### src/rtl/core/lmsf_pkg.sv
// lmsf_pkg: shared constants, codes and command type for the led matrix scan frame store
// no dependencies; imported by lmsf_queue, lmsf_front, lmsf_back and the top level
package lmsf_pkg;

  // display geometry
  localparam int DISPLAY_WIDTH  = 96;
  localparam int DISPLAY_HEIGHT = 48;
  localparam int SCAN_PHASES    = 4;

  localparam int ROW_BYTES     = (DISPLAY_WIDTH + 7) / 8;
  localparam int ROW_BITS      = ROW_BYTES * 8;
  localparam int PANEL_BYTES   = 4;
  localparam int PANEL_ROWS    = 4 * SCAN_PHASES;
  localparam int PANELS_ACROSS = DISPLAY_WIDTH / (8 * PANEL_BYTES);
  localparam int PANELS_DOWN   = DISPLAY_HEIGHT / PANEL_ROWS;

  localparam int ROW_W   = $clog2(DISPLAY_HEIGHT);
  localparam int POS_W   = $clog2(ROW_BITS);
  localparam int BYTE_W  = (ROW_BYTES > 1) ? $clog2(ROW_BYTES) : 1;
  localparam int PHASE_W = $clog2(SCAN_PHASES);
  localparam int KB_W    = $clog2(PANEL_BYTES);
  localparam int PD_W    = (PANELS_DOWN > 1) ? $clog2(PANELS_DOWN) : 1;
  localparam int PA_W    = (PANELS_ACROSS > 1) ? $clog2(PANELS_ACROSS) : 1;

  localparam int QUEUE_DEPTH = 2;

  // input actions
  localparam logic [2:0] ACT_SET   = 3'd0;
  localparam logic [2:0] ACT_CLR   = 3'd1;
  localparam logic [2:0] ACT_FILL  = 3'd2;
  localparam logic [2:0] ACT_CLEAR = 3'd3;
  localparam logic [2:0] ACT_SCAN  = 3'd4;

  // back end operations
  localparam logic [1:0] OP_PIXEL = 2'd0;
  localparam logic [1:0] OP_FILL  = 2'd1;
  localparam logic [1:0] OP_SCAN  = 2'd2;

  typedef logic [ROW_BITS-1:0]             row_t;
  typedef logic [ROW_BYTES-1:0][7:0]       row_bytes_t;

  typedef struct packed {
    logic [1:0]        op;
    logic [ROW_W-1:0]  row_a;     // pixel row, or upper scan row
    logic [ROW_W-1:0]  row_b;     // lower scan row
    logic [POS_W-1:0]  pos;       // bit position within a row
    logic [BYTE_W-1:0] scan_col;  // byte of the row for a scan word
    logic              val;       // pixel or fill value
    logic [1:0]        scan_row;
    logic              latch;
  } cmd_t;

endpackage

### src/rtl/core/lmsf_queue.sv
// lmsf_queue: short command queue between front and back end
// depends on lmsf_pkg (cmd_t, QUEUE_DEPTH)
module lmsf_queue (
  input  logic          clk,
  input  logic          rst,
  input  logic          wr_en,
  input  lmsf_pkg::cmd_t wr_data,
  output logic          full,
  input  logic          rd_en,
  output lmsf_pkg::cmd_t rd_data,
  output logic          empty
);
  import lmsf_pkg::*;

  localparam int PTR_W = (QUEUE_DEPTH > 1) ? $clog2(QUEUE_DEPTH) : 1;
  localparam int CNT_W = $clog2(QUEUE_DEPTH + 1);

  cmd_t             entries [QUEUE_DEPTH];
  logic [PTR_W-1:0] wr_ptr;
  logic [PTR_W-1:0] rd_ptr;
  logic [CNT_W-1:0] count;
  logic             do_wr;
  logic             do_rd;

  assign full    = (count == CNT_W'(QUEUE_DEPTH));
  assign empty   = (count == '0);
  assign do_wr   = wr_en && !full;
  assign do_rd   = rd_en && !empty;
  assign rd_data = entries[rd_ptr];

  always_ff @(posedge clk) begin
    if (do_wr) begin
      entries[wr_ptr] <= wr_data;
    end
  end

  always_ff @(posedge clk) begin
    if (rst) begin
      wr_ptr <= '0;
      rd_ptr <= '0;
      count  <= '0;
    end else begin
      if (do_wr) begin
        wr_ptr <= (wr_ptr == PTR_W'(QUEUE_DEPTH - 1)) ? '0 : wr_ptr + 1'b1;
      end
      if (do_rd) begin
        rd_ptr <= (rd_ptr == PTR_W'(QUEUE_DEPTH - 1)) ? '0 : rd_ptr + 1'b1;
      end
      if (do_wr && !do_rd) begin
        count <= count + 1'b1;
      end else if (do_rd && !do_wr) begin
        count <= count - 1'b1;
      end
    end
  end

endmodule

### config.mk
export PLATFORM = sky130hd
export DESIGN_NAME = lmsf_queue
export DESIGN_NICKNAME = d
export VERILOG_FILES = /design/src/rtl/core/lmsf_pkg.sv /design/src/rtl/core/lmsf_queue.sv
export SDC_FILE = /design/constraint.sdc
export NUM_CORES = 1
export LEC_CHECK = 0
export ABC_AREA = 0
export BUFFER_PORTS_ARGS = -buffer_cell sky130_fd_sc_hd__buf_2
export CAP_MARGIN = 5
export CORE_MARGIN = 2
export CORE_UTILIZATION = 48
export CTS_BUF_LIST = sky130_fd_sc_hd__clkbuf_2 sky130_fd_sc_hd__clkbuf_4 sky130_fd_sc_hd__clkbuf_8
export DETAILED_ROUTE_END_ITERATION = 10
export PLACE_DENSITY = 0.81
export SYNTH_ARGS = -nofsm -noshare
export SYNTH_HDL_FRONTEND = slang
export SYNTH_SLANG_ARGS = --single-unit
### constraint.sdc
create_clock -name clk -period 1.7 [get_ports clk]
set_clock_uncertainty 0.05 [all_clocks]
set_input_delay 0.34 -clock clk [delete_from_list [all_inputs] [get_ports clk]]
set_output_delay 0.34 -clock clk [all_outputs]
set_load 0.05 [all_outputs]
## Word level (Yosys, flattened, before mapping)

Memory sizes are Yosys's and may differ from the RTL's. A register that Yosys moved wholly into a read port is not among the register bits.
Index checks and enable logic that the tools add are counted.

- Output and inout bits: 31
- RAM bits: 58
- Memories kept: 1
- Logic and storage cells: 27
- Input port bits: 33
- Register bits after elaboration: 4

Memory list:

| name | words | width | rd ports | clocked after Yosys merged registers in | write ports | line | RTL |
|---|---|---|---|---|---|---|---|
| entries | 2 | 29 | 1 | 1 | 1 | lmsf_queue.sv:18 | `cmd_t entries [QUEUE_DEPTH];` |

- Add/sub/neg operators: 4
- Equal/unequal tests: 1
- Multiplexer cells: 8
- Reductions and logical operators: 10

Operators by type and width:

| cell | number |
|---|---|
| two-way mux 1 bit | 6 |
| logical AND 1 bit | 4 |
| zero test 1 bit | 4 |
| two-way mux 2 bit | 2 |
| adder 1 bit (second input constant) | 2 |
| adder 2 x 1 -> 2 bit (second input constant) | 1 |
| equality test 2 bit (second input constant) | 1 |
| zero test 2 bit | 1 |
| nonzero test 2 bit | 1 |
| subtractor 2 x 1 -> 2 bit (second input constant) | 1 |

## Depth between registers and ports, before layout

- Depth after elaboration: 7
- Gate-level depth with buffers: 6
- Depth with buffers taken out: 6

## Least setup slack after synthesis

OpenSTA, ideal clock, no wires.

- Path type: register to register
- From: register count[1]
- To: memory entries[0][0] (netlist bit) (enable)
- Period minus slack after synthesis: 1.940 ns
- Arrival: 1.506 ns
- Buffers on the path: 0
- Library setup time: 0.384 ns
- Data required time: 1.266 ns
- Stages on the path, launching flop included: 4
- Setup slack: -0.240 ns
- Cell sequence: dfxtp_1 -> nor2b_2 -> or3_1 -> inv_1

- Word-level cells in the longest chain between the ends: 5

RTL lines:

| element | line | RTL |
|---|---|---|
| start, declared | lmsf_queue.sv:21 | `logic [CNT_W-1:0] count;` |
| start signal, assigned | lmsf_queue.sv:50 | `count <= count + 1'b1;` |
| start signal, assigned | lmsf_queue.sv:52 | `count <= count - 1'b1;` |
| equality test 2 bit | lmsf_queue.sv:25 | `assign full = (count == CNT_W'(QUEUE_DEPTH));` |
| via full | lmsf_queue.sv:8 | `output logic full,` |
| zero test 1 bit | lmsf_queue.sv:27 | `assign do_wr = wr_en && !full;` |
| logical AND 1 bit | lmsf_queue.sv:27 |  |
| two-way mux 1 bit | lmsf_queue.sv:32 | `if (do_wr) begin` |
| two-way mux 1 bit (implied by the code) | lmsf_queue.sv:33 | `entries[wr_ptr] <= wr_data;` |
| end, declared | lmsf_queue.sv:18 |  |

The timed path passes the listed nets, and every way through them passes these cells.

==> out/results.ini <==
[status]
status = complete, but fails checks
violations = setup timing

[routing]
drc = 0
drt-pass1-iter-count = 4
wl_per_cell_um = 17.3
met1_length_um = 1560
vias = 1277
top_layer = met4
wl_met3_um = 328
ant_nets = 0
via_per_inst = 5.13
drt-initial-drc-count = 68
routed_wl_um = 4300
wl_met2_um = 2330

[floorplan]
die_x_um = 73.3
start_util = 0.491
dieArea_sq_mm = 0.00537
dieHeight_um = 73.3
std_cell_rows = 25
io_pins = 64
core_area_sq_mm = 0.00469

[global_route]
grt_overflow = 0
grt_pass1_vias = 1390
antenna_found_initial = 0
grt_start_max_net_pins = 30
grt_pass1_wl_um = 6450
grt.total_usage = 0.172

[timing]
period_share = 1.05
rsz0062_at_grt = yes
relSlewSlack = 0.802
setup_viol = 29
min_period_ps = 1790
final_max_slew_viol_count = 0
worst_slack_ps = -90.3
worstMarginPinSlew_ps = 294
final_hold_viol_count = 0
fmax_mhz = 559
fin_tns_setup_ps = -2100

[synth]
yosysSeqAreaShare = 0.799
synth_warnings = 0
postSynthCellCount = 115
synth-seq-cells = 63
syn_avg_cell_area_sq_um = 20.1
synth_nets = 149
synth_area_sq_mm = 0.00231
ys_types = 14

[cells_and_area]
area_growth_pct = 38.0
layout.cells.most_common = edfxtp_1
final_area_sq_mm = 0.00318
antennaDiodeCount = 0
nets = 225
drive_gt1_frac = 0.595
layoutNonFillerInstCount = 249
layout_common_cells = 58 x edfxtp_1, 34 x buf_2, 29 x buf_6

[worst_setup_path]
reg2reg_depth = 4
cp_slowest_cell = dfxtp_4
start_kind = register
cp.required_ps = 1310
timing.rr.start = count[0]
endpoint_kind = output pin
cp_max_fo = 10
max_stage_delay_ps = 410
crit_type = reg2out
path_cells = buf_8 > mux2_2 > buf_6
worstReg2RegEnd = count[1]
r2r_slack_ps = 130
worstPathArrival_ps = 1400

[placement]
dpl-instance-area_sq_mm = 0.00275
gp_congestion = 0.679
io_buffers = 63
place_inst = 233
place.detailed.hpwl_um = 2650

[cts]
cts_hold_buf = 0
path_clk_slew_ps = 70
insertion_delay_ps = 320
cts_buffer_depth = 2
cts_buffers = 9
cts_tree = yes
htreeDepth = 3
cts-root-buf = clkbuf_8
cts_sinks = 63

[pwr]
power_density_mw_per_mm2 = 1800
peakVddDrop_mv = 1.03
power.total_w = 0.00572
p_leak_nw = 1.21

[worst_hold_path]
holdPathStages = 1
min_path_type = in2reg
min_to = entries[0][6]
worstHoldStart = wr_data[6]

[run]
cap_violations = 0

worst max path at each step:
stage / start / end / cells past startpoint
2_1_floorplan: count[1] / entries[0][0] / 3
3_3_place_gp: count[0] / count[1] / 4
3_5_place_dp: count[0] / count[1] / 4
4_1_cts: register / rd_data[13] / 3
5_1_grt: register / rd_data[24] / 3
6_report: register / rd_data[6] / 3
worst max-delay path: cells and delay by family, from the launching register on:
family   cells  cell delay [ps]
buf+inv      2              310
flops        1              410
mux          1              350
metal layers:
layer  GRT usage  vias to the layer above
met2       0.312                       58
li1            -                      590
met5           0                        -
met4      0.0808                        0
met1       0.173                      623
met3      0.0645                        6
cell usage after synthesis:
master / n / area [sq um]
edfxtp_1: 58 / 1740
mux2_2: 29 / 327
dfxtp_1: 5 / 100
nor2_1: 5 / 18.8
o21ai_0: 3 / 15.0
xor2_1: 3 / 26.3
a21oi_1: 2 / 10.0
buf_4: 2 / 15.0
inv_1: 2 / 7.51
or3_1: 2 / 12.5
and2_1: 1 / 6.26
buf_2: 1 / 5.00
ha_1: 1 / 12.5
nor2b_2: 1 / 8.76
power breakdown:
part	total, W	switching, W	internal (W)
Clock	0.00131	0.000508	0.000799
Sequential	0.00207	0.000103	0.00196
Combinational	0.00235	0.00142	0.000928
kinds of logic after synthesis:
family / share of synthesized area
compound gates: 0.0109
xor+xnor: 0.0114
fa+ha+maj: 0.00543
buf+inv: 0.0119
flops: 0.799
mux: 0.142
simple gates: 0.0201
metrics by stage:
step                utilization  setup slack [ps]  hold slack, ps
floorplan                     -           0.00377             352
global placement          0.587               175             424
detailed placement        0.587               155             443
CTS                       0.677              -117             129
global route              0.678              -133             128
finish                    0.678             -90.3             149
layout make-up:
class / instances / area [sq um]
repair buffers: 68 / 599
multi-input cells: 47 / 455
flip-flops and latches: 63 / 1850
clock inverters: 6 / 76.3
inverters: 2 / 11.3
fillers: 341 / 1510
well taps: 54 / 67.6
clock buffers: 9 / 124
flip-flops by register name (all words and copies together) (netlist names), named ones only:
name,flops
wr_ptr,1
rd_ptr,1
entries,58
count,2
what timing repair did:
item	4_1_cts	5_1_grt
setup buffers	0	0
resized for setup	63	2
cloned	1	0
pin swaps	0	0
endpoints found under the setup margin	29	29
(Power assumes the default switching activity.)
