[src/rtl/core/lmsf_pkg.sv]
// lmsf_pkg: shared constants, codes and command type for the led matrix scan frame store
// no dependencies; imported by lmsf_queue, lmsf_front, lmsf_back and the top level
package lmsf_pkg;

  // display geometry
  localparam int DISPLAY_WIDTH  = 96;
  localparam int DISPLAY_HEIGHT = 48;
  localparam int SCAN_PHASES    = 4;

  localparam int ROW_BYTES     = (DISPLAY_WIDTH + 7) / 8;
  localparam int ROW_BITS      = ROW_BYTES * 8;
  localparam int PANEL_BYTES   = 4;
  localparam int PANEL_ROWS    = 4 * SCAN_PHASES;
  localparam int PANELS_ACROSS = DISPLAY_WIDTH / (8 * PANEL_BYTES);
  localparam int PANELS_DOWN   = DISPLAY_HEIGHT / PANEL_ROWS;

  localparam int ROW_W   = $clog2(DISPLAY_HEIGHT);
  localparam int POS_W   = $clog2(ROW_BITS);
  localparam int BYTE_W  = (ROW_BYTES > 1) ? $clog2(ROW_BYTES) : 1;
  localparam int PHASE_W = $clog2(SCAN_PHASES);
  localparam int KB_W    = $clog2(PANEL_BYTES);
  localparam int PD_W    = (PANELS_DOWN > 1) ? $clog2(PANELS_DOWN) : 1;
  localparam int PA_W    = (PANELS_ACROSS > 1) ? $clog2(PANELS_ACROSS) : 1;

  localparam int QUEUE_DEPTH = 2;

  // input actions
  localparam logic [2:0] ACT_SET   = 3'd0;
  localparam logic [2:0] ACT_CLR   = 3'd1;
  localparam logic [2:0] ACT_FILL  = 3'd2;
  localparam logic [2:0] ACT_CLEAR = 3'd3;
  localparam logic [2:0] ACT_SCAN  = 3'd4;

  // back end operations
  localparam logic [1:0] OP_PIXEL = 2'd0;
  localparam logic [1:0] OP_FILL  = 2'd1;
  localparam logic [1:0] OP_SCAN  = 2'd2;

  typedef logic [ROW_BITS-1:0]             row_t;
  typedef logic [ROW_BYTES-1:0][7:0]       row_bytes_t;

  typedef struct packed {
    logic [1:0]        op;
    logic [ROW_W-1:0]  row_a;     // pixel row, or upper scan row
    logic [ROW_W-1:0]  row_b;     // lower scan row
    logic [POS_W-1:0]  pos;       // bit position within a row
    logic [BYTE_W-1:0] scan_col;  // byte of the row for a scan word
    logic              val;       // pixel or fill value
    logic [1:0]        scan_row;
    logic              latch;
  } cmd_t;

endpackage

[src/rtl/core/lmsf_front.sv]
// lmsf_front: accepts input beats, maps pixels, tracks scan position, emits commands
// depends on lmsf_pkg (geometry, action and op codes, cmd_t)
module lmsf_front (
  input  logic           clk,
  input  logic           rst,
  input  logic           push,
  output logic           full,
  input  logic [2:0]     action,
  input  logic [6:0]     pixel_x,
  input  logic [5:0]     pixel_y,
  input  logic           cfg_we,
  input  logic           cfg_data,
  input  logic           q_full,
  output logic           q_push,
  output lmsf_pkg::cmd_t q_data
);
  import lmsf_pkg::*;

  logic               mirrored_panel;
  logic               k0;
  logic [KB_W-1:0]    kb;
  logic [PD_W-1:0]    kd;
  logic [PA_W-1:0]    ka;
  logic [PHASE_W-1:0] phase;
  logic               accept;
  logic               last;
  logic               cmd_ok;
  cmd_t               cmd;

  assign full   = q_full;
  assign accept = push && !q_full;
  assign q_push = accept && cmd_ok;
  assign q_data = cmd;

  assign last = k0 && (kb == KB_W'(PANEL_BYTES - 1)) && (kd == PD_W'(PANELS_DOWN - 1))
                && (ka == PA_W'(PANELS_ACROSS - 1));

  always_comb begin
    int upper;
    int col;
    logic x_ok;
    logic y_ok;
    upper = (PANELS_DOWN - 1 - int'(kd)) * PANEL_ROWS + int'(k0) * (2 * SCAN_PHASES)
            + (SCAN_PHASES - 1 - int'(phase));
    col   = (PANELS_ACROSS - 1 - int'(ka)) * PANEL_BYTES + (PANEL_BYTES - 1 - int'(kb));
    x_ok  = int'(pixel_x) < DISPLAY_WIDTH;
    y_ok  = int'(pixel_y) < DISPLAY_HEIGHT;
    cmd    = '0;
    cmd_ok = 1'b0;
    case (action)
      ACT_SET, ACT_CLR: begin
        // out-of-range pixels are dropped here
        cmd_ok    = x_ok && y_ok;
        cmd.op    = OP_PIXEL;
        cmd.val   = (action == ACT_SET);
        cmd.row_a = mirrored_panel ? ROW_W'(DISPLAY_HEIGHT - 1 - int'(pixel_y))
                                   : ROW_W'(pixel_y);
        // mirrored byte and bit flip collapse to a reversed row position
        cmd.pos   = mirrored_panel ? POS_W'(ROW_BITS - 1 - int'(pixel_x))
                                   : POS_W'(pixel_x);
      end
      ACT_FILL, ACT_CLEAR: begin
        cmd_ok  = 1'b1;
        cmd.op  = OP_FILL;
        cmd.val = (action == ACT_FILL);
      end
      ACT_SCAN: begin
        cmd_ok       = 1'b1;
        cmd.op       = OP_SCAN;
        cmd.row_a    = ROW_W'(upper);
        cmd.row_b    = ROW_W'(upper + SCAN_PHASES);
        cmd.scan_col = BYTE_W'(col);
        cmd.scan_row = 2'(phase);
        cmd.latch    = last;
      end
      default: begin
        cmd_ok = 1'b0;
      end
    endcase
  end

  always_ff @(posedge clk) begin
    if (rst) begin
      mirrored_panel <= 1'b1;
    end else if (cfg_we) begin
      mirrored_panel <= cfg_data;
    end
  end

  // word position as a mixed-radix counter: half, panel byte, panel down, panel across
  always_ff @(posedge clk) begin
    if (rst) begin
      k0    <= 1'b0;
      kb    <= '0;
      kd    <= '0;
      ka    <= '0;
      phase <= '0;
    end else if (accept && action == ACT_SCAN) begin
      k0 <= !k0;
      if (k0) begin
        if (kb == KB_W'(PANEL_BYTES - 1)) begin
          kb <= '0;
          if (kd == PD_W'(PANELS_DOWN - 1)) begin
            kd <= '0;
            ka <= (ka == PA_W'(PANELS_ACROSS - 1)) ? '0 : ka + 1'b1;
          end else begin
            kd <= kd + 1'b1;
          end
        end else begin
          kb <= kb + 1'b1;
        end
      end
      if (last) begin
        phase <= (phase == PHASE_W'(SCAN_PHASES - 1)) ? '0 : phase + 1'b1;
      end
    end
  end

endmodule

[config.mk]
export PLATFORM = sky130hd
export DESIGN_NAME = lmsf_front
export DESIGN_NICKNAME = d
export VERILOG_FILES = /design/src/rtl/core/lmsf_pkg.sv /design/src/rtl/core/lmsf_front.sv
export SDC_FILE = /design/constraint.sdc
export NUM_CORES = 1
export LEC_CHECK = 0
export BUFFER_PORTS_ARGS = -buffer_cell sky130_fd_sc_hd__buf_4
export CAP_MARGIN = 0
export CORE_UTILIZATION = 38
export DETAILED_ROUTE_END_ITERATION = 8
export PLACE_DENSITY = 0.75
export SYNTH_ARGS = -nofsm -noshare
export SYNTH_HDL_FRONTEND = slang
export SYNTH_SLANG_ARGS = --single-unit
export TNS_END_PERCENT = 20
[constraint.sdc]
create_clock -name clk -period 1.2 [get_ports clk]
set_input_delay 0.18 -clock clk [delete_from_list [all_inputs] [get_ports clk]]
set_output_delay 0.18 -clock clk [all_outputs]
set_load 0.01 [all_outputs]
* Yosys cells after proc, flatten, opt, wreduce, memory -nomap -nowiden
Index checks and enable logic that the tools add are counted.
Operators by class: magnitude comparators 2, equal/unequal tests 8, reduce and logical (&&, ||, !) cells 17, multiplexer cells 14, $add $sub $neg 14
Operators with widths (count):
- 2-to-1 mux 7 bit | 2
- 2-to-1 mux 6 bit | 2
- one-hot mux 6 bit (2 select lines) | 1
- adder 2 x 1 -> 2 bit (second input constant) | 4
- equality test 2 bit (second input constant) | 4
- 2-to-1 mux 2 bit | 4
- logical AND 1 bit | 7
- < comparator 7 bit (second input constant) | 1
- subtractor 7 bit (first input constant) | 1
- adder 6 x 3 -> 6 bit | 1
- adder 6 x 4 -> 6 bit (second input constant) | 1
- adder 6 x 5 -> 6 bit | 1
- equality test 3 x 2 -> 1 bit (second input constant) | 2
- < comparator 6 bit (second input constant) | 1
- subtractor 2 x 2 -> 3 bit (first input constant) | 2
- subtractor 6 bit (first input constant) | 1
- adder 4 x 3 -> 4 bit | 1
- 2-to-1 mux 4 bit | 1
- one-hot mux 1 bit (2 select lines) | 2
- one-hot mux 2 bit (2 select lines) | 1
- AND reduction 2 bit | 2
- AND reduction 4 bit | 1
- OR reduction 2 bit | 2
- subtractor 2 bit (first input constant) | 2
- 7 further kinds | 8
Word-level totals: output and inout bits 31, input port bits 22, register bits after elaboration 10

* Logic depth before layout (Yosys ltp)
Gate-level depths: netlist of the first run.
word-level depth 5, depth in mapped cells 5, mapped depth without buffers 5

* Worst setup path after synthesis of the first run
No wires, ideal clock.
kind input to output, from input action[0], to output q_data[21] in the netlist's numbering, arrival time 1.113 ns, path buffers 2, stages on the path 4, data required time 1.020 ns, setup slack -0.093 ns, cell sequence or3b_1 > buf_2 > clkbuf_1 > o22ai_1
RTL lines:
- from (decl) | RTL line lmsf_front.sv:8 | input logic [2:0] action,
- to (decl) | RTL line lmsf_front.sv:15 | output lmsf_pkg::cmd_t q_data

==> results of run 1 <==
-- final cells by class --
type | instances | area share [%]
clock buffers | 3 | 1.25
inverters | 8 | 3.20
multi-input cells | 91 | 44.9
flip-flops and latches | 10 | 12.1
well taps | 28 | 1.95
repair buffers | 75 | 36.6
-- metrics by stage --
stage	instance area (um2)	instances	power (mW)
floorplan	910	117	0.492
global placement	1410	205	0.645
detailed placement	1410	205	0.650
CTS	1590	212	0.891
global route	1800	215	0.973
finish	1800	215	0.933
-- placed cells by master, fill, tap and decap left out, types with 4 or more instances in the layout --
cell | synthesis | layout
buf_4 | 2 | 56
buf_6 | 0 | 17
nor2_1 | 20 | 12
a21oi_1 | 10 | 9
xnor2_1 | 9 | 7
nor2_4 | 0 | 5
ha_4 | 0 | 5
ha_1 | 10 | 5
dfxtp_2 | 0 | 5
inv_4 | 0 | 4
nand4_1 | 4 | 4
-- synthesized netlist by cell type (2+ instances only) --
cell type,n,area (um2)
a21oi_1,10,50.1
and2_1,3,18.8
buf_2,2,10.0
buf_4,2,15.0
clkbuf_1,4,15.0
dfxtp_1,10,200
ha_1,10,125
inv_1,7,26.3
nand3_1,4,20.0
nand4_1,4,25.0
nor2_1,20,75.1
nor2b_1,2,12.5
o21ai_0,7,35.0
o22ai_1,3,18.8
o31ai_1,4,30.0
xnor2_1,9,78.8
-- logic make-up (layout without fill, tap and decap cells) --
family,Yosys count,after routing,synth area share [%]
simple gates,44,44,26.7
compound gates,27,27,18.0
buf+inv,16,86,8.00
fa+ha+maj,10,10,14.3
flops,10,10,22.9
xor+xnor,9,9,9.00
mux,1,1,1.14
-- path summary, 6_finish.rpt --
path                       from                     endpoint  slack, ns  cells after the start
max          kd[1]$_SDFFE_PP0P_                   q_data[26]      -0.20                      4
max reg2reg     k0$_SDFFE_PP0P_        phase[1]$_SDFFE_PP0P_      -0.09                      5
min                    cfg_data  mirrored_panel$_SDFFE_PP1P_       0.10                      2
min reg2reg     k0$_SDFFE_PP0P_              k0$_SDFFE_PP0P_       0.48                      2
-- critical path: stages (launching register included) --
cell,delay (ns)
dfxtp_4,0.38
inv_4,0.05
ha_4,0.23
o22ai_2,0.14
buf_4,0.14
-- sequential cells by signal, indices dropped and copies added (netlist names) --
signal	flops
k0	1
ka	2
kb	2
kd	2
mirrored_panel	1
phase	2
-- per-layer routing --
metal  up-vias  GRT usage [%]  wire length (um)
li1        548              -                 -
met1       514           27.6              1160
met2        64           39.6              1670
met3         7           3.70               198
met4         0           15.2                86
met5         -              0                 0
-- power breakdown --
part           switching [mW]  leakage (nW)  internal (mW)
Combinational           0.150         0.692          0.206
Sequential            0.00449        0.0851          0.330
Clock                   0.125        0.0138          0.117
-- timing repair --
item                       4_1_cts  5_1_grt
cloned                           0        1
resized for setup               36       49
setup endpoints to repair       31       32
setup buffers                    4        2
pin swaps                        7        9
==> impl_results.md, run 1 <==
- Via Count: 1133
- Seq cells post-synth: 10
- Final period demand of the worst path: 1.40 ns
- CP endpoint kind: output port
- GP Congestion: just over 0.8
- Wire per inst: 14.5 um
- Slew Limit Headroom: 74.2%
- Unique masters post-synth: 32
- Synth Instances: roughly 120
- GRT Util Overall: a little under a quarter
- Number of global-route vias before repair: 1095
- Die height: 50.0 um
- Fillers: 140
- DRC Markers: 0
- DRT iter0 DRCs: 19
- Multi-input gate area: approximately 800 um2
- Die area: between 0.002 and 0.003 mm2
- Post-synth EDFFs: 0
- Clock skew: 0.00471 ns
- TritonCTS Buffers: 3
- Initial Utilization: 40.0%
- FFs w/ async S/R, synth: 0%
- RSZ-0062 raised after global routing: true
- Max Slew Vio Count: 0
- Rows: 17
- Worst endpoint required time: 1.02 ns
- Worst Max-Slew Pin Slew: around 0.39 ns
- Avg Cell Area, Syn: 7.49 um2
- H-tree levels: 1
- Grt total ovfl: 0
- Critical path class: reg -> out
- Post-Route WL: 3120 um
- Hold WC Path Type: in -> reg
- Setup crit start kind: flop
- Core area: 0.00219 mm2
- Worst VDD drop: 0.436 mV
- Failing checks: setup timing
- Post-place setup slack: -0.221 ns
- Clock sinks: 10
- FMAX: ~720 MHz
- Sequential cell area: 218 um2
- First-pass GRT wire length: 4460 um
- Share of layout cells above drive strength 1: roughly 65%
- First drt pass iteration count: 4
- Clk_lat worst skew: 0.28 ns
- Hpwl dp: 2040 um
- Clock-pin slew on the worst setup and hold paths: 0.06 ns
- Synth-to-Final Area Change: 105%
- Die X-Extent: 50.0 um
- WP data arrival: 1.22 ns
- Count of input and output buffers: 52
- # Max-Cap Violations: 0
- DR vias/cell: 5.27
- Post-Syn Nets: 149
- Worst-path fanout max: 3
- Worst hold margin: 0.102 ns
- CTS hold repair buffers: 0
- YS warnings: 0
- Final WS setup: -0.199 ns
- Setup TNS: -3.25 ns
- Final setup vio count: 32
- Leading register cell type out of synthesis: dfxtp_1
- Largest net degree at the start of global routing: 16
- Static leakage: 0.791 nW
- Ratio of final minimum period to clock period: 117%
- CTS tree: yes
- Mapped Area: 876 um2
- Status: complete, but fails checks
- CTS max path bufs: 2
- Initial antenna violation count: 0
- Final nets: 221
- CTS root buf: clkbuf_4
- Register area share after synthesis: 22.9%
- Antenna-violating nets left: 0
- Ports: between 50 and 60
- N_diodes: 0
- Core Util, Final: 82.0%
- P per Cell Area: 519 mW/mm2
- Hold Vio Cnt, Final: 0
No activity file was read; power rests on OpenSTA's default activity.
==> run 2: changes to the inputs <==
--- a/config.mk
+++ b/config.mk
@@ -5,9 +5,10 @@
 export SDC_FILE = /design/constraint.sdc
 export NUM_CORES = 1
 export LEC_CHECK = 0
+export ABC_AREA = 1
 export BUFFER_PORTS_ARGS = -buffer_cell sky130_fd_sc_hd__buf_4
 export CAP_MARGIN = 0
-export CORE_UTILIZATION = 38
+export CORE_UTILIZATION = 39
 export DETAILED_ROUTE_END_ITERATION = 8
 export PLACE_DENSITY = 0.75
 export SYNTH_ARGS = -nofsm -noshare
==> constraint.sdc (replaced) <==
create_clock -name clk -period 1.2 [get_ports clk]
set_input_delay 0.06 -clock clk [delete_from_list [all_inputs] [get_ports clk]]
set_output_delay 0.06 -clock clk [all_outputs]
set_load 0.01 [all_outputs]
==> run 2 against run 1 <==
The flow still finishes with violations (setup timing). Largest cell class unchanged. Core utilization down 9.8 points. Maximum frequency grew 11%. Sequential power about the same. Critical endpoint unchanged. Sequential cell count unchanged. Clock power grew 32%. Area after synthesis is 8.0% higher. Critical path depth stayed put.
==> impl_results.md, run 2 <==
- Status: complete, but fails checks
- Failing checks: setup timing
- Most frequent cell after synthesis: nor2_1
- Share of layout cells above drive strength 1: 50.0% (-15 points)
- Hpwl dp: 1960 um (-4.3%)
- Unique masters post-synth: 23 (-28%)
- Register area share after synthesis: 21.2% (-1.7 points)
- CTS tree: yes
- Switching part of the total: 29.0% (-1.1 points)
- Design Area, Final: 0.00163 mm2 (-9.4%)
- Placed cell area: 0.00140 mm2 (-0.71%)
- Setup TNS: -0.197 ns (+3.05 ns)
- Worst endpoint required time: 1.14 ns (+0.12 ns)
- CTS max path bufs: 2 (unchanged)
- # Max-Cap Violations: 0 (unchanged)
- First-pass GRT wire length: 4410 um (-1.2%)
- Post-synth EDFFs: 0 (unchanged)
- FMAX: 796 MHz (+11%)
- Grt total ovfl: 0 (unchanged)
- Slew Limit Headroom: 81.7% (+7.5 points)
- Count of input and output buffers: 52 (unchanged)
- Seq cells post-synth: 10 (unchanged)
- P per Cell Area: 593 mW/mm2 (+14%)
- Final Non-Filler Cells: 238 (+11%)
- Top-area cell type share of the netlist area: 21.2% (-1.7 points)
- Setup crit start kind: flop
- Via Count: 1174 (+3.6%)
- Sequential power share: 34.3% (-1.6 points)
- Final nets: 243 (+10%)
- Die height: 51.3 um (+2.5%)
- Initial antenna violation count: 0 (unchanged)
- GP Congestion: 0.815 (+0.64%)
- Reg2Reg Depth: 8 (+3)
- N_diodes: 0 (unchanged)
- GRT Util Overall: 22.2% (-1.5 points)
- Hold Path Depth: 6 (+4)
- Synth-to-Final Area Change: 72.1%
- Rows: 17 (unchanged)
- YS warnings: 0 (unchanged)
- Post-Syn Nets: 176 (+18%)
- Ratio of final minimum period to clock period: 105% (-12 points)
- Most frequent cells in the layout: 62 x buf_4, 36 x nor2_1, 19 x inv_1
- Initial Utilization: 42.0% (+2.0 points)
- Post-Route WL: 2820 um (-9.6%)
- Hold Vio Cnt, Final: 0 (unchanged)
- Ports: 53 (unchanged)
- Die X-Extent: 51.3 um (+2.5%)
- First drt pass iteration count: 5 (+1)
- Synth Instances: 144 (+23%)
- Hold WC Path Type: in -> reg
- DRC Markers: 0 (unchanged)
- Largest net degree at the start of global routing: 19 (+3)
- Int Pwr: 686 uW (+5.1%)
- CTS root buf: clkbuf_4
- Max Slew Vio Count: 0 (unchanged)
- Leading register cell type out of synthesis: dfxtp_1
- Antenna-violating nets left: 0 (unchanged)
- DRT iter0 DRCs: 16 (-3)
- H-tree levels: 1 (unchanged)
- Placed cells: 224 (+9.3%)
- Clock sinks: 10 (unchanged)
- Post-synth top area cell: dfxtp_1
- DR vias/cell: 4.93 (-6.4%)
- Critical path class: reg -> out
- Final setup vio count: 5 (-84%)
- Clk_lat worst skew: 0.28 ns (about the same)
- Mapped Area: 946 um2 (+8.0%)
- Post-place setup slack: -0.000190 ns (+0.221 ns)
- Avg Cell Area, Syn: 6.57 um2 (-12%)
- Worst Max-Slew Pin Slew: 0.274 ns (-0.112 ns)
- TritonCTS Buffers: 3 (unchanged)
- CP endpoint kind: output port
- Core area: 0.00225 mm2 (+2.9%)
- Worst-path fanout max: 3 (unchanged)
- Most common cell after layout, fill and taps aside: buf_4
- Post-synth top cells: 39 x nor2_1, 24 x inv_1, 11 x nand2_1
- Worst VDD drop: 0.422 mV (-3.2%)
- Combinational share of power: 32.7% (-5.5 points)
- Wire per inst: 11.8 um (-18%)
- WP data arrival: 1.20 ns (-0.02 ns)
- RSZ-0062 raised after global routing: true
- Clock-pin slew on the worst setup and hold paths: 0.07 ns (about the same)
- Static leakage: 0.852 nW (+7.7%)
- FFs w/ async S/R, synth: 0% (unchanged)
- Final WS setup: -0.0568 ns (+0.142 ns)
- Clock share of power: 33.0% (+7.0 points)
- Switching power: 280 uW (-0.23%)
- Clock skew: 0.00352 ns (-0.00119 ns)
- Number of global-route vias before repair: 1103 (+0.73%)
- Die area: 0.00263 mm2 (+5.0%)
- Most area-consuming cells after synthesis: dfxtp_1 21%, nor2_1 15%, ha_1 13%
- Final period demand of the worst path: 1.26 ns (-0.142 ns)
[run 2: cell count changes after synthesis, sizes merged, moves of 3 or more]
cell and change:
a21oi -8, and2 -3, clkbuf -4, inv +18, nand2 +12, nand3 -3, nor2 +26, o31ai -4
[run 2: kinds of logic (layout without fill, tap and decap cells)]
family / Yosys count / after routing / share of synthesized area, %
buf+inv: 32 / 98 / 14.0
flops: 10 / 10 / 21.2
compound gates: 15 / 15 / 9.00
simple gates: 68 / 68 / 34.3
xor+xnor: 9 / 9 / 8.33
fa+ha+maj: 10 / 10 / 13.2
[run 2: what timing repair did]
action | CTS | global route
hold buffers | 3 | 0
hold endpoints to repair | 1 | 0
setup endpoints to repair | 10 | 19
setup buffers | 6 | 1
pin swaps | 6 | 5
resized for setup | 20 | 16
[run 2: layer usage]
metal | global-route usage [%] | up-vias | routed length (um)
li1 | - | 577 | -
met1 | 24.2 | 535 | 1090
met2 | 42.3 | 57 | 1500
met3 | 3.57 | 5 | 181
met4 | 8.56 | 0 | 44
met5 | 0 | - | 0
[run 2: area by class of cell]
type                            count  area [um2]
Clock buffer                        4        36.3
Fill cell                         183         627
Inverter                           26         106
Multi-Input combinational cell    102         696
Sequential cell                    10         216
Tap cell                           28        35.0
Timing Repair Buffer               68         538
[run 2: through the flow]
step | total power, mW | util, % | hold WS, ns
3_3_place_gp | 0.630 | 61.9 | 0.266
5_1_grt | 0.999 | 72.2 | 0.308
6_report | 0.965 | 72.2 | 0.265
3_5_place_dp | 0.637 | 61.9 | 0.270
2_1_floorplan | 0.484 | - | 0.160
4_1_cts | 0.950 | 69.5 | 0.255
[run 2: critical path: stages, from the launching register on]
cell     delay [ns]
dfxtp_4        0.38
inv_4          0.05
ha_4           0.24
o21ai_2        0.13
buf_6          0.12
[run 2: final timing paths]
kind | startpoint | to | slack [ns]
min | q_full | kd[1]$_SDFFE_PP0P_ | 0.27
min reg2reg | kb[0]$_SDFFE_PP0P_ | kb[0]$_SDFFE_PP0P_ | 0.53
max reg2reg | ka[0]$_SDFFE_PP0P_ | phase[1]$_SDFFE_PP0P_ | 0.02
max | kd[1]$_SDFFE_PP0P_ | q_data[26] | -0.06
[run 2: power by group through the flow]
stage	clock network (mW)	registers, mW	logic, mW
2_1_floorplan	0	0.344	0.141
3_3_place_gp	0	0.345	0.285
3_5_place_dp	0	0.345	0.292
4_1_cts	0.309	0.336	0.306
5_1_grt	0.324	0.331	0.343
6_report	0.319	0.331	0.315
